`src/hdl/hcb_ram.sv`:
```
// ----------------------------------------------------------------------------
// hcb_ram: generic simple dual port ram
// one write port and one read port with registered read data
// ----------------------------------------------------------------------------
module hcb_ram #(
  parameter int WIDTH = 8,
  parameter int DEPTH = 16
) (
  input  logic                     clk_i,
  input  logic                     we_i,
  input  logic [$clog2(DEPTH)-1:0] waddr_i,
  input  logic [WIDTH-1:0]         wdata_i,
  input  logic [$clog2(DEPTH)-1:0] raddr_i,
  output logic [WIDTH-1:0]         rdata_o
);

  logic [WIDTH-1:0] mem_q [DEPTH];

  // write and registered read
  always_ff @(posedge clk_i) begin
    if (we_i) begin
      mem_q[waddr_i] <= wdata_i;
    end
    rdata_o <= mem_q[raddr_i];
  end

endmodule

```
`config.mk`:
```
export PLATFORM = sky130hd
export DESIGN_NAME = hcb_ram
export DESIGN_NICKNAME = d
export VERILOG_FILES = /design/src/hdl/hcb_ram.sv
export SDC_FILE = /design/constraint.sdc
export NUM_CORES = 1
export LEC_CHECK = 0
export BUFFER_PORTS_ARGS = -buffer_cell sky130_fd_sc_hd__buf_2
export CORE_MARGIN = 10
export CORE_UTILIZATION = 50
export CTS_CLUSTER_SIZE = 30
export DETAILED_ROUTE_END_ITERATION = 16
export GPL_TIMING_DRIVEN = 0
export PLACE_DENSITY_LB_ADDON = 0.05
export SYNTH_ARGS = -nofsm -noshare
export SYNTH_HDL_FRONTEND = slang
export SYNTH_SLANG_ARGS = --single-unit
```
`constraint.sdc`:
```
create_clock -name clk_i -period 2.6 [get_ports clk_i]
set_input_delay 0.78 -clock clk_i [delete_from_list [all_inputs] [get_ports clk_i]]
set_output_delay 0.78 -clock clk_i [all_outputs]
set_load 0.01 [all_outputs]
```
; ---- Yosys cells after proc, flatten, opt, wreduce, memory -nomap -nowiden
; Memory sizes are Yosys's and may differ from the RTL's. A register that Yosys moved wholly into a read port is not among the register bits.
; Index checks and enable logic that the tools add are counted.
[totals]
ff_bits = 0
ramBits = 128
in_bits = 18
elab_cells = 3
mem_count = 1
[memory_table]
columns = memory, words, word_bits, rd, rd_ports_with_merged_regs, wr, line
row1 = mem_q, 16, 8, 1, 1, 1, 17  ; logic [WIDTH-1:0] mem_q [DEPTH];
[classes]
mux = 2
[ops]
columns = cell, n
row1 = 1-bit 2-to-1 mux, 2

; ---- Logic depth before layout (Yosys ltp)
; Gate-level depths: netlist (run 1).
[logic_depth]
ltp_word = 2
ltp_mapped = 5
mapped_depth_nobuf = 3

; ---- Worst setup path after synthesis (run 1)
; No wires, ideal clock.
[synth_path]
path_type = in2reg
start = input port waddr_i[2]
end = memory mem_q[0][0], enable pin
setup_ns = 0.383
arrival_time_ns = 1.890
slack_ns = 0.327
path_stages = 2
path_buffers = 0
cell_sequence = or3b_2 -> nor3_1
[synth_rtl]
columns = item, line
row1 = start: declaration, 11  ; input logic [$clog2(DEPTH)-1:0] waddr_i,
row2 = end: declaration, 17
; No word-level cell before the write port.

; ---- Worst setup path after layout (run 1)
[layout_path]
start = input port waddr_i[2]
end = memory mem_q[0][2], enable pin
; No word-level cell before the write port.

==> impl_metrics.json, run 1 <==
{
  "whs_ns": 0.6523,
  "synth_edf_count": 128,
  "synthXorXnorAreaFrac": 0,
  "worstMarginPinSlew_ns": 1.388,
  "vias": 2330,
  "postCtsSetupBuffers": 0,
  "peakVddDrop_mv": 0.4471,
  "yosysTopAreaCellShare": 0.7467,
  "ys_seq_area_frac": 0.7778,
  "synth_area_leaders": "edfxtp_1 (75%), mux4_2 (7.9%), mux4_1 (7.1%)",
  "report.final.slew_viol_count": 0,
  "syn_inst": 229,
  "htree_levels": 4,
  "synth_compound_area_frac": 0.02333,
  "place_congestion": 0.8000,
  "drcViolationCount": 0,
  "grt_max_degree": 17,
  "firstDrtPassIters": 4,
  "synth-adder-area-share": 0,
  "p_leak_uw": 0.002064,
  "final-hold-violation-count": 0,
  "cp_cell_sequence": "buf_2 -> or3b_2 -> nor3_1 -> buf_2",
  "syn_area_um2": 5147,
  "ys_ff_latch": 136,
  "synth-simple-area-share": 0.03184,
  "slowest_stage": "nor3_1",
  "slowest_delay_ns": 0.64,
  "cap_viol_max_count": 0,
  "postRouteAntennaNets": 0,
  "rows": 36,
  "final_nets": 292,
  "worst-setup-path-type": "input pin to flip-flop",
  "insertion_delay_ns": 0.51,
  "fin_crit_ns": 2.146,
  "io_pins": 26,
  "clockBufferDepth": 2,
  "die_w_um": 121.5,
  "io_buffers": 24,
  "path_delay_family": "simple AND/OR/NAND/NOR gates",
  "crit_path_end_kind": "flip-flop",
  "drt-initial-drc-count": 186,
  "numCtsBuffers": 17,
  "hold_buffers": 0,
  "viasPerCell": 5.548,
  "skew_ns": 0.01059,
  "synthMuxAreaShare": 0.1502,
  "period_share": 0.8254,
  "p_per_area_nw_per_um2": 869.5,
  "cts_tree": "done",
  "fp.dieH_um": 121.5,
  "grt_overflow": 0,
  "ys_types": 19,
  "syn2layout_area_growth_pct": 18.30,
  "core_area_um2": 9910,
  "crit_arrival_ns": 2.36,
  "synth_warnings": 0,
  "track_usage": 0.1432,
  "status": "complete, no violations",
  "wl_per_cell_um": 23.55,
  "grt_setup_unrepaired": "false",
  "finalWirelength_mm": 9.890,
  "worst_setup_path_start_kind": "input pin",
  "grt_pass1_vias": 2447,
  "cts-root-buf": "clkbuf_8",
  "required_ns": 2.81,
  "cts_sinks": 136,
  "slew_headroom": 0.06752,
  "crit_path_max_fanout": 5,
  "synth.avg_cell_area_um2": 22.48,
  "ys_async_sr_fraction": 0,
  "die_area_um2": 14750,
  "crit_buf_inv": 2,
  "setup_violations": 0,
  "tns_ns": 0,
  "hold_path_class": "input pin to flip-flop",
  "clock.fmax_mhz": 466.0,
  "syn-num-nets": 247,
  "drive_gt1_frac": 0.2927,
  "post-synth-top-area-cell": "edfxtp_1",
  "synth_top_family_by_area": "multiplexers",
  "clk_pin_slew_ns": 0.06,
  "dp_hpwl_mm": 6.364,
  "cpMostUsedCell": "buf_2",
  "final.fill_count": 718,
  "synth.most_common_cell": "edfxtp_1",
  "netlist_top_cells_count": "edfxtp_1 (128), mux4_2 (18), a22oi_1 (16), mux4_1 (14), nor2_1 (13)",
  "cts_resized": 0,
  "start_util": 0.5194,
  "grt_antenna_before_repair": 0,
  "synth_ff_type": "edfxtp_1",
  "antenna_cells": 0,
  "grt_pass1_wl_mm": 14.97
}
final timing paths:
kind,from,end,slack [ns],cells past startpoint
worst max register to register,mem_q[0][3],rdata_o[3],1.15,3
worst max-delay path,waddr_i[2],mem_q[0][2],0.45,4
worst min register to register,mem_q[11][4],rdata_o[4],0.68,3
worst min-delay path,wdata_i[6],mem_q[5][6],0.65,1
kinds of logic after synthesis:
logic type / Yosys count
AND/OR/NAND/NOR: 35
flip-flops: 136
multiplexers: 32
buffers and inverters: 10
AO/OA/AOI/OAI: 16
stage by stage:
stage               worst slack (ns)  cells  instance area (um^2)  total power (uW)    util
detailed placement          -0.09865    387                  5439              2751  0.5489
global route                  0.3936    420                  6090              5462  0.6145
finish                        0.4539    420                  6090              5295  0.6145
CTS                           0.4413    419                  6085              5332  0.6140
global placement             -0.3470    386                  5434              2748  0.5484
floorplan                     0.3271    229                  5147              2638       -
state kept, by name, summed over array words and instances, names as in the netlist:
signal and cells:
mem_q 128, rdata_o 8
routing by layer:
metal | track usage | up-vias | wire, um
met5 | 0 | - | 0
met4 | 0.05365 | 0 | 88
met3 | 0.04328 | 7 | 731
met2 | 0.2040 | 78 | 4571
met1 | 0.2025 | 1177 | 4498
li1 | - | 1068 | -
power by group:
group	internal (uW)	total [uW]	switching, uW
Sequential	2450	2460	11.7
Combinational	97.6	237	139
Clock	1740	2590	852
Total	4290	5290	1000
cell type report:
class / instances / area [um^2] / area share
plain buffers: 10 / 86.33 / 0.01418
clock buffers: 18 / 417.9 / 0.06863
clock inverters: 14 / 227.7 / 0.03739
multi-input cells: 83 / 1057 / 0.1736
flip-flops and latches: 136 / 4004 / 0.6575
well taps: 133 / 166.4 / 0.02733
repair buffers: 26 / 130.1 / 0.02137
cells in the final DEF, fill, tap and decap left out:
master / n
edfxtp_1: 128
buf_6: 3
nand2b_1: 2
nand3b_1: 2
mux4_2: 18
nand2_1: 9
nand3_1: 1
buf_4: 1
dfxtp_1: 8
clkinvlp_4: 1
nor3_1: 4
buf_2: 29
a22oi_1: 16
clkdlybuf4s25_2: 3
nor2b_1: 1
clkbuf_8: 1
clkbuf_1: 1
nor2_1: 13
clkinv_2: 3
bufinv_16: 6
and2b_1: 1
mux4_1: 14
clkinv_4: 1
clkbuf_16: 16
clkinv_1: 2
or3b_2: 1
inv_6: 1
and2_1: 1
Note: power is estimated with default switching activity, not from simulation.
==> inputs of run 2 (changes only) <==
--- a/config.mk
+++ b/config.mk
@@ -5,6 +5,7 @@
 export SDC_FILE = /design/constraint.sdc
 export NUM_CORES = 1
 export LEC_CHECK = 0
+export ABC_AREA = 1
 export BUFFER_PORTS_ARGS = -buffer_cell sky130_fd_sc_hd__buf_2
 export CORE_MARGIN = 10
 export CORE_UTILIZATION = 50
==> constraint.sdc (replaced) <==
create_clock -name clk_i -period 1.9 [get_ports clk_i]
set_input_delay 0.57 -clock clk_i [delete_from_list [all_inputs] [get_ports clk_i]]
set_output_delay 0.57 -clock clk_i [all_outputs]
set_load 0.01 [all_outputs]
==> run 2 against run 1 <==
Register-to-register slack worse by 0.29 ns; sequential cell count stayed put; combinational power is 86% higher; area after synthesis is 12% higher; hold slack worse by 0.078 ns; utilization is 3.6 points lower; via count is 62% higher; synthesized cell count is 140% higher; first-iteration DRC count is 70% higher; worst setup slack worse by 0.35 ns; clock skew is 0.0016 ns lower; critical path depth is 1 lower; critical endpoint is now mem_q[6][4].
==> impl_metrics.json, run 2 <==
{
  "clk_pin_slew_ns": 0.05,
  "rows": 39,
  "slowest_stage": "nor2_1",
  "syn_inst": 551,
  "cts-root-buf": "clkbuf_16",
  "insertion_delay_ns": 0.41,
  "cap_viol_max_count": 0,
  "clockBufferDepth": 2,
  "period_share": 0.9430,
  "die_area_um2": 16230,
  "dp_worst_setup_slack_ns": -0.3096,
  "ys_async_sr_fraction": 0,
  "finalWirelength_mm": 13.78,
  "skew_ns": 0.008946,
  "track_usage": 0.1782,
  "worst-setup-path-type": "input pin to flip-flop",
  "holdPathStages": 1,
  "place_congestion": 0.9274,
  "pwr-share-seq": 0.504,
  "final_nets": 610,
  "hold_path_class": "input pin to flip-flop",
  "crit_arrival_ns": 1.81,
  "path_depth": 3,
  "ys_seq_area_frac": 0.6943,
  "setup_violations": 0,
  "tns_ns": 0,
  "core_area_um2": 11370,
  "grt_max_degree": 17,
  "fin_ws_ns": 0.1084,
  "netlist_top_cells_count": "nand2_1 (173), edfxtp_1 (128), inv_1 (100), nand3_1 (97), nor2_1 (17)",
  "final_cell_mix": "nand2_1 (173), edfxtp_1 (128), inv_1 (100)",
  "r2r_cells": 6,
  "grt_setup_unrepaired": "false",
  "report.final.slew_viol_count": 0,
  "final.fill_count": 963,
  "htree_levels": 4,
  "largest_reg_flops": 128,
  "cts_sinks": 136,
  "io_buffers": 22,
  "firstDrtPassIters": 7,
  "numCtsBuffers": 17,
  "drive_gt1_frac": 0.1190,
  "synth_ff_type": "edfxtp_1",
  "drcViolationCount": 0,
  "grt_overflow": 0,
  "synth.avg_cell_area_um2": 10.47,
  "p_sw_uw": 1447,
  "p_int_uw": 5248,
  "p_leak_uw": 0.002864,
  "syn_area_um2": 5767,
  "slowest_delay_ns": 0.86,
  "grt_antenna_before_repair": 0,
  "required_ns": 1.92,
  "start_util": 0.5072,
  "status": "complete, no violations",
  "crit_path_max_fanout": 8,
  "die_w_um": 127.4,
  "io_pins": 26,
  "ys_ff_latch": 136,
  "drt-initial-drc-count": 317,
  "wl_per_cell_um": 18.42,
  "antenna_cells": 0,
  "cts_tree": "done",
  "ys_types": 12,
  "viasPerCell": 5.047,
  "postCtsSetupBuffers": 0,
  "crit_buf_inv": 1,
  "fin_crit_ns": 1.792,
  "clock.fmax_mhz": 558.2,
  "dp_hpwl_mm": 9.151,
  "cts_resized": 0,
  "comb_power_share": 0.066,
  "fp.dieH_um": 127.4,
  "crit_path_end_kind": "flip-flop",
  "syn-num-nets": 569,
  "vias": 3775,
  "path_delay_family": "simple AND/OR/NAND/NOR gates",
  "post-synth-top-area-cell": "edfxtp_1",
  "peakVddDrop_mv": 0.5639,
  "hold_buffers": 0,
  "stdcell_count": 748,
  "grt_pass1_wl_mm": 21.45,
  "worstMarginPinSlew_ns": 1.074,
  "clkPwrFrac": 0.430,
  "slew_headroom": 0.2814,
  "dp.cells": 716,
  "p_per_area_nw_per_um2": 1018,
  "synth_area_leaders": "edfxtp_1 (67%), nand2_1 (11%), nand3_1 (8.4%)",
  "top_register": "mem_q",
  "synth_edf_count": 128,
  "postRouteAntennaNets": 0,
  "yosysTopAreaCellShare": 0.6665,
  "syn2layout_area_growth_pct": 14.06,
  "synth.most_common_cell": "nand2_1",
  "grt_pass1_vias": 3759,
  "final_common_cell": "nand2_1",
  "synth_warnings": 0,
  "cp_cell_sequence": "buf_2 -> nand3b_1 -> nor2_1",
  "swShare": 0.2161,
  "worst_setup_path_start_kind": "input pin",
  "reg_top3": "mem_q x128, rdata_o x8",
  "final-hold-violation-count": 0
}
[run 2: worst reg2reg max path, delay by kind of cell, from the launching register on]
family | cells | cell delay (ns)
and+or+nand+nor | 5 | 0.53
buffers and inverters | 1 | 0.06
DFF | 1 | 0.35
[run 2: area by class of cell]
| type | count | area [um^2] | share of cell area |
|---|---|---|---|
| clock buffers | 20 | 436.7 | 0.06639 |
| clock inverters | 12 | 85.08 | 0.01294 |
| multi-input cells | 289 | 1214 | 0.1845 |
| repair buffers | 22 | 110.1 | 0.01674 |
| well taps | 143 | 178.9 | 0.02720 |
| inverters | 102 | 382.9 | 0.05821 |
| plain buffers | 24 | 166.4 | 0.02530 |
| flip-flops and latches | 136 | 4004 | 0.6087 |
[run 2: metrics by stage]
step | utilization | instance area, um^2 | total power [uW] | hold WS, ns
finish | 0.5785 | 6578 | 6695 | 0.5743
global route | 0.5785 | 6578 | 6935 | 0.5702
CTS | 0.5785 | 6578 | 6746 | 0.5676
detailed placement | 0.5326 | 6056 | 3872 | 0.6722
global placement | 0.5326 | 6056 | 3865 | 0.6665
floorplan | - | 5767 | 3679 | 0.6074
[run 2: worst paths after layout]
path	start	end	slack [ns]
worst max-delay path	waddr_i[3]	mem_q[6][4]	0.11
worst min-delay path	wdata_i[4]	mem_q[3][4]	0.57
worst max register to register	mem_q[9][2]	rdata_o[2]	0.86
worst min register to register	mem_q[6][2]	rdata_o[2]	0.68
[run 2: power groups by stage]
stage / logic [uW] / registers (uW) / clock network [uW]
finish: 442 / 3370 / 2880
global route: 492 / 3380 / 3070
CTS: 441 / 3370 / 2930
detailed placement: 439 / 3430 / 0
global placement: 434 / 3430 / 0
floorplan: 237 / 3440 / 0
[run 2: cell families after synthesis]
logic type             count (synthesis)  synth area share
buffers and inverters                126           0.09525
DFF                                  136            0.6943
and+or+nand+nor                      289            0.2105
[run 2: per-layer routing]
metal	wire length [um]	up-vias	part of all wire	global-route usage
li1	-	1858	-	-
met1	6433	1756	0.47	0.2477
met2	6238	149	0.45	0.2641
met3	990	12	0.072	0.04756
met4	116	0	0.0084	0.06229
met5	0	-	0	0
